<file path="config.mk">
export PLATFORM = sky130hd
export DESIGN_NAME = transparent_run_length_encoder_core_flat
export DESIGN_NICKNAME = d
export VERILOG_FILES = /design/src/design/trle_pkg.sv /design/src/design/trle_ifs.sv /design/src/design/trle_ram.sv /design/src/design/trle_fifo.sv /design/src/design/trle_front.sv /design/src/design/trle_back.sv /design/src/design/transparent_run_length_encoder_core.sv /design/src/flat_wrapper.sv
export SDC_FILE = /design/constraint.sdc
export NUM_CORES = 2
export LEC_CHECK = 0
export BUFFER_PORTS_ARGS = -buffer_cell sky130_fd_sc_hd__buf_2
export CORE_MARGIN = 2
export CORE_UTILIZATION = 35
export CTS_CLUSTER_DIAMETER = 150
export DETAILED_ROUTE_END_ITERATION = 7
export PLACE_DENSITY = 0.51
export RECOVER_POWER = 50
export SLEW_MARGIN = 20
export SYNTH_ARGS = -nofsm -noshare
export SYNTH_HDL_FRONTEND = slang
export SYNTH_HIERARCHICAL = 1
export SYNTH_SLANG_ARGS = --single-unit
export TNS_END_PERCENT = 5
</file>
<file path="constraint.sdc">
create_clock -name clock -period 11.86 [get_ports clock]
set_input_delay 0.593 -clock clock [delete_from_list [all_inputs] [get_ports clock]]
set_output_delay 0.593 -clock clock [all_outputs]
set_load 0.03 [all_outputs]
</file>
<file path="src/design/trle_pkg.sv">
package trle_pkg;

   localparam int MAX_RUN_DEF   = 127;
   localparam int BYTES_DEF     = 8;
   localparam int BYTE_W        = 8;
   localparam int LEN_W         = 7;
   localparam int CNT_W         = 4;
   localparam int OUT_BYTES     = 8;
   localparam int QUEUE_DEPTH   = 4;
   localparam int PTR_W         = $clog2(QUEUE_DEPTH);

   localparam logic [BYTE_W-1:0] TRANS_FLAG = 8'h80;
   localparam logic [BYTE_W-1:0] ROW_MARK   = 8'h80;

   typedef enum logic [1:0] {
      CLOSE_NONE   = 2'd0,
      CLOSE_TRANS  = 2'd1,
      CLOSE_OPAQUE = 2'd2
   } close_kind_type;

   // Everything one accepted pixel asks the back end to emit.
   typedef struct packed {
      close_kind_type     pre_kind;
      logic [LEN_W-1:0]   pre_len;
      logic               pre_bank;
      logic               row_run;
      logic [LEN_W-1:0]   row_len;
      logic               row_bank;
      logic               marker;
   } job_type;

   typedef struct packed {
      logic full;
      logic empty;
   } fifo_status_type;

   typedef struct packed {
      logic valid;
      logic bank;
   } bank_free_type;

endpackage

</file>
<file path="src/design/trle_ifs.sv">
interface trle_req_if import trle_pkg::*; ();
   logic              valid;
   logic              ready;
   logic [BYTE_W-1:0] pixel;
   logic              row_end;

   modport source (output valid, pixel, row_end, input ready);
   modport sink   (input valid, pixel, row_end, output ready);
endinterface

interface trle_rsp_if import trle_pkg::*; ();
   logic              valid;
   logic              ready;
   logic [BYTE_W-1:0] byte_0;
   logic [BYTE_W-1:0] byte_1;
   logic [BYTE_W-1:0] byte_2;
   logic [BYTE_W-1:0] byte_3;
   logic [BYTE_W-1:0] byte_4;
   logic [BYTE_W-1:0] byte_5;
   logic [BYTE_W-1:0] byte_6;
   logic [BYTE_W-1:0] byte_7;
   logic [CNT_W-1:0]  byte_count;
   logic              last;

   modport source (output valid, byte_0, byte_1, byte_2, byte_3, byte_4, byte_5, byte_6,
                   byte_7, byte_count, last, input ready);
   modport sink   (input valid, byte_0, byte_1, byte_2, byte_3, byte_4, byte_5, byte_6,
                   byte_7, byte_count, last, output ready);
endinterface

</file>
<file path="src/design/trle_ram.sv">
module trle_ram import trle_pkg::*; #(
   parameter int IDX_W = 7
) (
   input  logic              clock,
   input  logic              wr_en,
   input  logic [IDX_W:0]    wr_addr,
   input  logic [BYTE_W-1:0] wr_data,
   input  logic [IDX_W:0]    rd_addr,
   output logic [BYTE_W-1:0] rd_data_ff
);

   localparam int DEPTH = 2 ** (IDX_W + 1);

   logic [BYTE_W-1:0] mem [DEPTH];

   always_ff @(posedge clock) begin
      if (wr_en) begin
         mem[wr_addr] <= wr_data;
      end
      rd_data_ff <= mem[rd_addr];
   end

endmodule

</file>
<file path="src/design/trle_fifo.sv">
module trle_fifo import trle_pkg::*; (
   input  logic            clock,
   input  logic            reset,
   input  logic            push,
   input  job_type         push_job,
   input  logic            pop,
   output job_type         head_job,
   output fifo_status_type status
);

   job_type            q_ff [QUEUE_DEPTH];
   logic [PTR_W-1:0]   wr_ptr_ff, wr_ptr_in;
   logic [PTR_W-1:0]   rd_ptr_ff, rd_ptr_in;
   logic [PTR_W:0]     count_ff, count_in;

   always_comb begin
      wr_ptr_in = push ? wr_ptr_ff + PTR_W'(1) : wr_ptr_ff;
      rd_ptr_in = pop  ? rd_ptr_ff + PTR_W'(1) : rd_ptr_ff;
      count_in  = count_ff + (PTR_W+1)'(push) - (PTR_W+1)'(pop);
      status.full  = (count_ff == (PTR_W+1)'(QUEUE_DEPTH));
      status.empty = (count_ff == '0);
      head_job     = q_ff[rd_ptr_ff];
   end

   always_ff @(posedge clock) begin
      if (reset) begin
         wr_ptr_ff <= '0;
         rd_ptr_ff <= '0;
         count_ff  <= '0;
      end else begin
         wr_ptr_ff <= wr_ptr_in;
         rd_ptr_ff <= rd_ptr_in;
         count_ff  <= count_in;
      end
   end

   always_ff @(posedge clock) begin
      if (push) begin
         q_ff[wr_ptr_ff] <= push_job;
      end
   end

endmodule

</file>
<file path="src/design/trle_front.sv">
module trle_front import trle_pkg::*; #(
   parameter int MAX_RUN = MAX_RUN_DEF,
   parameter int IDX_W   = 7
) (
   input  logic              clock,
   input  logic              reset,
   trle_req_if.sink          req_ch,
   input  fifo_status_type   q_status,
   input  bank_free_type     bank_free,
   output logic              job_push,
   output job_type           job,
   output logic              wr_en,
   output logic [IDX_W:0]    wr_addr,
   output logic [BYTE_W-1:0] wr_data
);

   logic              run_trans_ff, run_trans_in;
   logic [LEN_W-1:0]  len_ff, len_in;
   logic              bank_ff, bank_in;
   logic [1:0]        busy_ff, busy_in;

   logic              trans;
   logic              close_pre;
   logic              opaque_close;
   logic              bank_after;
   logic [LEN_W-1:0]  base_len;
   logic [LEN_W-1:0]  new_len;
   logic              accept;

   always_comb begin
      trans        = (req_ch.pixel == '0);
      close_pre    = (len_ff != '0) &&
                     ((run_trans_ff != trans) || (len_ff >= LEN_W'(MAX_RUN)));
      opaque_close = close_pre && !run_trans_ff;
      // An opaque run that closes hands its bank to the back end.
      bank_after   = opaque_close ? ~bank_ff : bank_ff;
      base_len     = close_pre ? '0 : len_ff;
      new_len      = base_len + LEN_W'(1);

      req_ch.ready = !q_status.full && !(!trans && busy_ff[bank_after]);
      accept       = req_ch.valid && req_ch.ready;

      job.pre_kind = !close_pre ? CLOSE_NONE : (run_trans_ff ? CLOSE_TRANS : CLOSE_OPAQUE);
      job.pre_len  = len_ff;
      job.pre_bank = bank_ff;
      job.row_run  = req_ch.row_end && !trans;
      job.row_len  = new_len;
      job.row_bank = bank_after;
      job.marker   = req_ch.row_end;
      job_push     = accept && (close_pre || req_ch.row_end);

      wr_en   = accept && !trans;
      wr_addr = {bank_after, base_len[IDX_W-1:0]};
      wr_data = req_ch.pixel;

      run_trans_in = run_trans_ff;
      len_in       = len_ff;
      bank_in      = bank_ff;
      if (accept) begin
         run_trans_in = trans;
         if (req_ch.row_end) begin
            len_in  = '0;
            bank_in = trans ? bank_after : ~bank_after;
         end else begin
            len_in  = new_len;
            bank_in = bank_after;
         end
      end

      busy_in = busy_ff;
      if (bank_free.valid) begin
         busy_in[bank_free.bank] = 1'b0;
      end
      if (job_push && opaque_close) begin
         busy_in[bank_ff] = 1'b1;
      end
      if (job_push && job.row_run) begin
         busy_in[bank_after] = 1'b1;
      end
   end

   always_ff @(posedge clock) begin
      if (reset) begin
         run_trans_ff <= 1'b0;
         len_ff       <= '0;
         bank_ff      <= 1'b0;
         busy_ff      <= '0;
      end else begin
         run_trans_ff <= run_trans_in;
         len_ff       <= len_in;
         bank_ff      <= bank_in;
         busy_ff      <= busy_in;
      end
   end

endmodule

</file>
<file path="src/design/trle_back.sv">
module trle_back import trle_pkg::*; #(
   parameter int BYTES_PER_RESULT = BYTES_DEF,
   parameter int IDX_W            = 7
) (
   input  logic              clock,
   input  logic              reset,
   input  job_type           head_job,
   input  fifo_status_type   q_status,
   output logic              job_pop,
   output bank_free_type     bank_free,
   output logic [IDX_W:0]    rd_addr,
   input  logic [BYTE_W-1:0] rd_data,
   trle_rsp_if.source        rsp_ch
);

   localparam int PACK = (BYTES_PER_RESULT > OUT_BYTES) ? OUT_BYTES : BYTES_PER_RESULT;

   typedef enum logic [5:0] {
      ST_IDLE     = 6'b000001,
      ST_PRE_HEAD = 6'b000010,
      ST_PRE_BODY = 6'b000100,
      ST_ROW_HEAD = 6'b001000,
      ST_ROW_BODY = 6'b010000,
      ST_MARK     = 6'b100000
   } state_type;

   function automatic state_type first_state(input job_type j);
      if (j.pre_kind != CLOSE_NONE) begin
         return ST_PRE_HEAD;
      end else if (j.row_run) begin
         return ST_ROW_HEAD;
      end
      return ST_MARK;
   endfunction

   function automatic state_type after_pre(input job_type j);
      if (j.row_run) begin
         return ST_ROW_HEAD;
      end else if (j.marker) begin
         return ST_MARK;
      end
      return ST_IDLE;
   endfunction

   state_type         state_ff, state_in, after;
   job_type           cur_ff, cur_in;
   logic [IDX_W-1:0]  idx_ff, idx_in;
   logic [BYTE_W-1:0] pack_ff [OUT_BYTES];
   logic [BYTE_W-1:0] pack_in [OUT_BYTES];
   logic [BYTE_W-1:0] word    [OUT_BYTES];
   logic [CNT_W-1:0]  cnt_ff, cnt_in;
   logic              rsp_valid_ff, rsp_valid_in;
   logic [BYTE_W-1:0] rsp_byte_ff [OUT_BYTES];
   logic [CNT_W-1:0]  rsp_count_ff;
   logic              rsp_last_ff;

   logic              byte_valid;
   logic [BYTE_W-1:0] byte_val;
   logic              last_px;
   logic              step_end;
   logic              closes;
   logic              advance;
   logic              out_load;
   logic              seg_bank;

   always_comb begin
      byte_valid = 1'b0;
      byte_val   = '0;
      last_px    = 1'b0;
      after      = ST_IDLE;
      case (state_ff)
         ST_IDLE: begin
            byte_valid = 1'b0;
         end
         ST_PRE_HEAD: begin
            byte_valid = 1'b1;
            if (cur_ff.pre_kind == CLOSE_TRANS) begin
               byte_val = TRANS_FLAG | {1'b0, cur_ff.pre_len};
               after    = after_pre(cur_ff);
            end else begin
               byte_val = {1'b0, cur_ff.pre_len};
               after    = ST_PRE_BODY;
            end
         end
         ST_PRE_BODY: begin
            byte_valid = 1'b1;
            byte_val   = rd_data;
            last_px    = (LEN_W'(idx_ff) == cur_ff.pre_len - LEN_W'(1));
            after      = last_px ? after_pre(cur_ff) : ST_PRE_BODY;
         end
         ST_ROW_HEAD: begin
            byte_valid = 1'b1;
            byte_val   = {1'b0, cur_ff.row_len};
            after      = ST_ROW_BODY;
         end
         ST_ROW_BODY: begin
            byte_valid = 1'b1;
            byte_val   = rd_data;
            last_px    = (LEN_W'(idx_ff) == cur_ff.row_len - LEN_W'(1));
            after      = last_px ? (cur_ff.marker ? ST_MARK : ST_IDLE) : ST_ROW_BODY;
         end
         ST_MARK: begin
            byte_valid = 1'b1;
            byte_val   = ROW_MARK;
            after      = ST_IDLE;
         end
         default: begin
            byte_valid = 1'b0;
         end
      endcase

      step_end = (after == ST_IDLE);
      closes   = (cnt_ff == CNT_W'(PACK - 1)) || step_end;
      // The byte that completes a word needs the output register free.
      advance  = byte_valid && (!closes || !rsp_valid_ff || rsp_ch.ready);
      out_load = advance && closes;

      state_in = state_ff;
      cur_in   = cur_ff;
      job_pop  = 1'b0;
      if ((state_ff == ST_IDLE) || (advance && step_end)) begin
         if (!q_status.empty) begin
            job_pop  = 1'b1;
            cur_in   = head_job;
            state_in = first_state(head_job);
         end else begin
            state_in = ST_IDLE;
         end
      end else if (advance) begin
         state_in = after;
      end

      idx_in = idx_ff;
      if (advance) begin
         if ((state_ff == ST_PRE_HEAD) || (state_ff == ST_ROW_HEAD)) begin
            idx_in = '0;
         end else if ((state_ff == ST_PRE_BODY) || (state_ff == ST_ROW_BODY)) begin
            idx_in = idx_ff + IDX_W'(1);
         end
      end

      seg_bank = ((state_ff == ST_ROW_HEAD) || (state_ff == ST_ROW_BODY)) ?
                 cur_ff.row_bank : cur_ff.pre_bank;
      // Read one entry ahead so the pixel is registered when its turn comes.
      rd_addr  = {seg_bank, idx_in};

      bank_free.valid = advance && last_px;
      bank_free.bank  = seg_bank;

      for (int i = 0; i < OUT_BYTES; i++) begin
         word[i]    = (cnt_ff == CNT_W'(i)) ? byte_val : pack_ff[i];
         pack_in[i] = pack_ff[i];
         if (advance) begin
            pack_in[i] = closes ? '0 : word[i];
         end
      end
      cnt_in = cnt_ff;
      if (advance) begin
         cnt_in = closes ? '0 : cnt_ff + CNT_W'(1);
      end

      rsp_valid_in = out_load || (rsp_valid_ff && !rsp_ch.ready);
   end

   always_ff @(posedge clock) begin
      if (reset) begin
         state_ff     <= ST_IDLE;
         cnt_ff       <= '0;
         rsp_valid_ff <= 1'b0;
         for (int i = 0; i < OUT_BYTES; i++) begin
            pack_ff[i] <= '0;
         end
      end else begin
         state_ff     <= state_in;
         cnt_ff       <= cnt_in;
         rsp_valid_ff <= rsp_valid_in;
         pack_ff      <= pack_in;
      end
   end

   always_ff @(posedge clock) begin
      cur_ff <= cur_in;
      idx_ff <= idx_in;
      if (out_load) begin
         rsp_byte_ff  <= word;
         rsp_count_ff <= cnt_ff + CNT_W'(1);
         rsp_last_ff  <= step_end;
      end
   end

   assign rsp_ch.valid      = rsp_valid_ff;
   assign rsp_ch.byte_0     = rsp_byte_ff[0];
   assign rsp_ch.byte_1     = rsp_byte_ff[1];
   assign rsp_ch.byte_2     = rsp_byte_ff[2];
   assign rsp_ch.byte_3     = rsp_byte_ff[3];
   assign rsp_ch.byte_4     = rsp_byte_ff[4];
   assign rsp_ch.byte_5     = rsp_byte_ff[5];
   assign rsp_ch.byte_6     = rsp_byte_ff[6];
   assign rsp_ch.byte_7     = rsp_byte_ff[7];
   assign rsp_ch.byte_count = rsp_count_ff;
   assign rsp_ch.last       = rsp_last_ff;

endmodule

</file>
<file path="src/design/transparent_run_length_encoder_core.sv">
// Channel   Direction  Word contents
// req_ch    in         pixel (8), row_end (1)
// rsp_ch    out        byte_0..byte_7 (8 each), byte_count (4), last (1)
//
// The front end takes a pixel per cycle unless the job queue is full or an opaque pixel's
// buffer bank is still being read out. The back end spends a cycle per encoded byte (opaque
// pixels, length and marker bytes), but a byte that ends a word waits until the output register
// is free; a pixel's bytes leave up to BYTES_PER_RESULT (at most OUT_BYTES) to a word through it.
// Reset is synchronous and clears all control state; the pixel buffer needs no clearing.
// An rsp_ch stall holds the back end at a finished word; the front end runs on to a full queue.
module transparent_run_length_encoder_core import trle_pkg::*; #(
   parameter int MAX_RUN          = MAX_RUN_DEF,
   parameter int BYTES_PER_RESULT = BYTES_DEF
) (
   input  logic       clock,
   input  logic       reset,
   trle_req_if.sink   req_ch,
   trle_rsp_if.source rsp_ch
);

   localparam int IDX_W = (MAX_RUN > 1) ? $clog2(MAX_RUN) : 1;
   localparam int PACK  = (BYTES_PER_RESULT > OUT_BYTES) ? OUT_BYTES : BYTES_PER_RESULT;

   fifo_status_type   q_status;
   bank_free_type     bank_free;
   job_type           push_job;
   job_type           head_job;
   logic              job_push;
   logic              job_pop;
   logic              wr_en;
   logic [IDX_W:0]    wr_addr;
   logic [BYTE_W-1:0] wr_data;
   logic [IDX_W:0]    rd_addr;
   logic [BYTE_W-1:0] rd_data;

   trle_front #(
      .MAX_RUN (MAX_RUN),
      .IDX_W   (IDX_W)
   ) u_front (
      .clock     (clock),
      .reset     (reset),
      .req_ch    (req_ch),
      .q_status  (q_status),
      .bank_free (bank_free),
      .job_push  (job_push),
      .job       (push_job),
      .wr_en     (wr_en),
      .wr_addr   (wr_addr),
      .wr_data   (wr_data)
   );

   trle_fifo u_fifo (
      .clock    (clock),
      .reset    (reset),
      .push     (job_push),
      .push_job (push_job),
      .pop      (job_pop),
      .head_job (head_job),
      .status   (q_status)
   );

   trle_ram #(
      .IDX_W (IDX_W)
   ) u_ram (
      .clock      (clock),
      .wr_en      (wr_en),
      .wr_addr    (wr_addr),
      .wr_data    (wr_data),
      .rd_addr    (rd_addr),
      .rd_data_ff (rd_data)
   );

   trle_back #(
      .BYTES_PER_RESULT (BYTES_PER_RESULT),
      .IDX_W            (IDX_W)
   ) u_back (
      .clock     (clock),
      .reset     (reset),
      .head_job  (head_job),
      .q_status  (q_status),
      .job_pop   (job_pop),
      .bank_free (bank_free),
      .rd_addr   (rd_addr),
      .rd_data   (rd_data),
      .rsp_ch    (rsp_ch)
   );

   a_count_range: assert property (@(posedge clock) disable iff (reset)
      rsp_ch.valid |-> (rsp_ch.byte_count != '0) && (rsp_ch.byte_count <= CNT_W'(PACK)))
      else $error("result word byte count out of range");

   // Only the word that ends a pixel's output may be short.
   a_short_is_last: assert property (@(posedge clock) disable iff (reset)
      (rsp_ch.valid && (rsp_ch.byte_count != CNT_W'(PACK))) |-> rsp_ch.last)
      else $error("short result word without last");

   a_queue_overflow: assert property (@(posedge clock) disable iff (reset)
      job_push |-> !q_status.full)
      else $error("job queue written while full");

   a_pop_nonempty: assert property (@(posedge clock) disable iff (reset)
      job_pop |-> !q_status.empty)
      else $error("job queue read while empty");

endmodule

</file>
<file path="src/flat_wrapper.sv">
// flat-port wrapper written by rule: the top's interface ports become plain ports
module transparent_run_length_encoder_core_flat import trle_pkg::*;
#(
   parameter int MAX_RUN          = MAX_RUN_DEF,
   parameter int BYTES_PER_RESULT = BYTES_DEF
)
  (clock, reset, req_ch_valid, req_ch_pixel, req_ch_row_end, req_ch_ready, rsp_ch_valid, rsp_ch_byte_0, rsp_ch_byte_1, rsp_ch_byte_2, rsp_ch_byte_3, rsp_ch_byte_4, rsp_ch_byte_5, rsp_ch_byte_6, rsp_ch_byte_7, rsp_ch_byte_count, rsp_ch_last, rsp_ch_ready);
  trle_req_if req_ch_i ();
  trle_rsp_if rsp_ch_i ();
  input  logic clock;
  input  logic reset;
  input wire logic [$bits(req_ch_i.valid)-1:0] req_ch_valid;
  input wire logic [$bits(req_ch_i.pixel)-1:0] req_ch_pixel;
  input wire logic [$bits(req_ch_i.row_end)-1:0] req_ch_row_end;
  output wire logic [$bits(req_ch_i.ready)-1:0] req_ch_ready;
  output wire logic [$bits(rsp_ch_i.valid)-1:0] rsp_ch_valid;
  output wire logic [$bits(rsp_ch_i.byte_0)-1:0] rsp_ch_byte_0;
  output wire logic [$bits(rsp_ch_i.byte_1)-1:0] rsp_ch_byte_1;
  output wire logic [$bits(rsp_ch_i.byte_2)-1:0] rsp_ch_byte_2;
  output wire logic [$bits(rsp_ch_i.byte_3)-1:0] rsp_ch_byte_3;
  output wire logic [$bits(rsp_ch_i.byte_4)-1:0] rsp_ch_byte_4;
  output wire logic [$bits(rsp_ch_i.byte_5)-1:0] rsp_ch_byte_5;
  output wire logic [$bits(rsp_ch_i.byte_6)-1:0] rsp_ch_byte_6;
  output wire logic [$bits(rsp_ch_i.byte_7)-1:0] rsp_ch_byte_7;
  output wire logic [$bits(rsp_ch_i.byte_count)-1:0] rsp_ch_byte_count;
  output wire logic [$bits(rsp_ch_i.last)-1:0] rsp_ch_last;
  input wire logic [$bits(rsp_ch_i.ready)-1:0] rsp_ch_ready;
  assign req_ch_i.valid = req_ch_valid;
  assign req_ch_i.pixel = req_ch_pixel;
  assign req_ch_i.row_end = req_ch_row_end;
  assign req_ch_ready = req_ch_i.ready;
  assign rsp_ch_valid = rsp_ch_i.valid;
  assign rsp_ch_byte_0 = rsp_ch_i.byte_0;
  assign rsp_ch_byte_1 = rsp_ch_i.byte_1;
  assign rsp_ch_byte_2 = rsp_ch_i.byte_2;
  assign rsp_ch_byte_3 = rsp_ch_i.byte_3;
  assign rsp_ch_byte_4 = rsp_ch_i.byte_4;
  assign rsp_ch_byte_5 = rsp_ch_i.byte_5;
  assign rsp_ch_byte_6 = rsp_ch_i.byte_6;
  assign rsp_ch_byte_7 = rsp_ch_i.byte_7;
  assign rsp_ch_byte_count = rsp_ch_i.byte_count;
  assign rsp_ch_last = rsp_ch_i.last;
  assign rsp_ch_i.ready = rsp_ch_ready;
  transparent_run_length_encoder_core #(.MAX_RUN(MAX_RUN), .BYTES_PER_RESULT(BYTES_PER_RESULT)) u_core (.clock(clock), .reset(reset), .req_ch(req_ch_i), .rsp_ch(rsp_ch_i));
endmodule
</file>
==> results.yml <==
run_status:
  run_status: "finished with violations"
  violations: "max-capacitance violations, max-slew violations"
worst_setup_path:
  critPathMaxFanout: 68
  critPathCaptureType: "flip-flop"
  reg2reg_depth: 18
  worst_ep_arrival_time_ns: 9.88
  critPathMaxStageDelay_ns: 2.00
  cp.required_ns: 12.59
  crit_chain: "inv_1, ha_1, nor3b_1, xnor2_1, and4b_1, a31oi_1, o22a_1, o21a_1, nor2_1, o2bb2ai_4, buf_12, buf_4, mux4_2, a22o_1, a221oi_1, o32ai_1, nor3_1, nor4_1"
  cp_num_buf_inv: 3
  worstSetupStartpointType: "flip-flop"
  crit_family: "compound AO/OA/AOI/OAI gates"
  path_class: "reg -> reg"
  path_depth: 18
  crit_slowest_cell: "o21a_1"
cts:
  clock_path_buffers: 3
  numCtsBuffers: 237
  cts_resized: 0
  root_buffer: "clkbuf_16"
  hold_buffers: 0
  cts.sink_count: 2327
  cts_setup_buffers: 0
  cts_tree: "yes"
  clk_pin_slew_ns: 0.06
  h-tree-depth: 4
  clk_latency_ns: 0.89
sta:
  fin_crit_sh_pct: 77.12
  fin_worst_skew_ns: 0.05657
  fmax_mhz: 109.3
  setup_viol: 0
  whs_ns: 0.09795
  max_slew.worst_pin.slew_ns: 5.389
  post-route-min-period_ns: 9.146
  rsz0062_at_grt: "false"
  tns_ns: 0
  hold_violations: 0
  maxSlewHeadroom_pct: -259.3
  maxSlewViolCount: 1543
floorplanning:
  die_h_um: 514.6
  coreArea_um2: 259500
  fp.dieW_um: 514.6
  io_pins: 84
  die-area_um2: 264800
  rows: 187
  initial_core_util_pct: 35.16
synth:
  yosysTopAreaCell: "edfxtp_1"
  yosysWarnings: 6
  synth-seq-area-share_pct: 75.39
  synthCells: 4739
  async_flop_share_pct: 0
  syn_area_um2: 91230
  synth_nets: 4767
  synth_edf_count: 2217
  avgSynthCellArea_um2: 19.25
  synth.top_cell.area_share_pct: 72.97
  yosys-top-cells-area: "edfxtp_1 73%, mux4_2 12%, dfxtp_1 2.4%"
  ys_seq_elements: 2327
  synthFlopType: "edfxtp_1"
  yosysUniqueCellTypes: 93
pwr:
  p_sw_share_pct: 25.10
  pwr-share-seq_pct: 49.2
  net-switching-power_w: 0.004762
  peakVddDrop_mv: 0.1324
  p_clk_share_pct: 38.2
  p_leak_nw: 30.17
  p_int_w: 0.01421
  p_per_area_nw_per_um2: 184.8
  combinationalPowerShare_pct: 12.6
worst_hold_path:
  hold_depth: 3
  worstHoldPathType: "in -> reg"
job:
  maxCapViolCount: 19
grt:
  gr-total-overflow: 0
  grt_usage_pct: 18.24
  grt_pass1_wl_um: 348000
  grt_max_degree: 189
  grt_pass1_vias: 46400
  antenna_found_initial: 9
layout:
  fin_nets: 4897
  final_util_pct: 39.56
  drive_above_1_share_pct: 19.22
  n_fill_cell: 23120
  syn2layout_area_growth_pct: 12.51
routing:
  vias: 46920
  ant_nets: 0
  drc: 0
  wl_per_cell_um: 28.96
  route.final.wire_length_um: 245500
  wl_met2_um: 115600
  viasPerCell: 5.533
  met1Wirelength_um: 109200
  topRoutingLayerUsed: "met4"
  drt_iter0_drc: 5357
  dr.pass1.iters: 6
  wl_met3_um: 14770
placed_design:
  place.gp.congestion: 0.8080
  dpl.hpwl_um: 148700
  port_buffers: 83
-- cells in the final DEF, fill, tap and decap left out, types with 36 or more instances in the layout --
| cell | synthesis | layout |
|---|---|---|
| o21ai_0 | 52 | 59 |
| clkbuf_1 | 132 | 156 |
| clkinv_2 | 0 | 48 |
| clkbuf_16 | 0 | 238 |
| a22oi_1 | 134 | 135 |
| nor3_1 | 36 | 36 |
| mux4_2 | 474 | 474 |
| dfxtp_1 | 110 | 110 |
| nand3_1 | 103 | 99 |
| buf_4 | 43 | 78 |
| edfxtp_1 | 2217 | 2217 |
| o221ai_1 | 46 | 46 |
| clkinv_1 | 1 | 58 |
| mux2i_1 | 141 | 141 |
| nor2_1 | 357 | 344 |
| nand2_1 | 146 | 146 |
| a21oi_1 | 197 | 195 |
-- power by group through the flow --
stage	clock network (W)	logic [W]	registers (W)
2_1_floorplan	0	0.00174	0.00952
3_3_place_gp	0	0.00245	0.00949
3_5_place_dp	0	0.00246	0.00949
4_1_cts	0.00740	0.00246	0.00932
5_1_grt	0.00771	0.00256	0.00934
6_report	0.00724	0.00240	0.00933
-- synthesized netlist by cell type (all sizes together) (19+ instances only) --
cell type	count
edfxtp	2217
mux4	476
nor2	358
a21oi	198
buf	169
nand2	146
mux2i	141
a22oi	135
clkbuf	132
dfxtp	110
nand3	103
o21ai	63
o221ai	47
nor2b	37
nor3	36
and2	30
nor4	30
o22ai	29
inv	28
xnor2	20
a211oi	19
-- worst register-to-register path, cell delays in order (launching register included) --
cell and delay (ns):
edfxtp_1 0.47, inv_1 0.10, ha_1 0.18, nor3b_1 0.25
xnor2_1 0.10, and4b_1 0.23, a31oi_1 0.21, o22a_1 0.29
o21a_1 2.00, nor2_1 0.58, o2bb2ai_4 0.77, buf_12 0.47
buf_4 0.77, mux4_2 0.59, a22o_1 0.25, a221oi_1 0.63
o32ai_1 0.21, nor3_1 0.82, nor4_1 0.12
-- flip-flops by register name, indices dropped and copies added (netlist names), 20 cells and up, named ones only --
name / flops
u_core/u_back/pack_ff: 64
u_core/u_back/cur_ff: 20
u_core/u_ram/mem: 2048
u_core/u_fifo/q_ff: 80
-- logic make-up (layout without fill, tap and decap cells) --
logic type      count (synthesis)  in the layout  synth area share (%)
mux                           620            620                 13.34
compound gates                602            602                 4.481
fa+ha+maj                      15             15                0.2139
simple gates                  813            813                 4.125
xor+xnor                       32             32                0.3401
buf+inv                       330            665                 2.112
other cells                     0              4                     0
flops                        2327           2327                 75.39
-- area by class of cell --
cell class / instances / area (um2) / area share [%]
sequential: 2327 / 68780 / 67.00
multi-input combinational: 2082 / 20790 / 20.25
clock buffer: 301 / 6252 / 6.091
tap: 3402 / 4257 / 4.147
clock inverter: 143 / 1265 / 1.232
timing repair buffer: 192 / 1187 / 1.157
inverter: 29 / 108.9 / 0.1060
antenna: 4 / 10.01 / 0.009752
-- path summary, 6_finish.rpt --
| kind | to | slack, ns | startpoint |
|---|---|---|---|
| hold reg to reg | u_core/u_back/pack_ff[2] | 0.46 | u_core/u_back/pack_ff[2] |
| setup / recovery | u_core/u_ram/rd_data_ff[5] | 2.71 | u_core/u_back/cur_ff[11] |
| setup reg to reg | u_core/u_ram/rd_data_ff[5] | 2.71 | u_core/u_back/cur_ff[11] |
| hold / removal | u_core/u_back/rsp_ch.valid | 0.1 | rsp_ch_ready |
-- layer usage --
metal,track usage [%],vias up
met3,2.880,317
met2,28.58,1506
met5,0,-
li1,-,19660
met4,5.007,0
met1,26.38,25440
-- metrics by stage --
step / area (um2) / total power [W] / worst slack, ns / instances
after floorplan: 91230 / 0.01126 / 6.259 / 4739
after global placement: 95290 / 0.01194 / 4.086 / 8028
after detailed placement: 95410 / 0.01195 / 4.378 / 8031
after CTS: 102900 / 0.01918 / 4.384 / 8475
after global routing: 102600 / 0.01961 / 2.152 / 8477
final: 102600 / 0.01897 / 2.714 / 8480
Note: power is estimated with default switching activity, not from simulation.
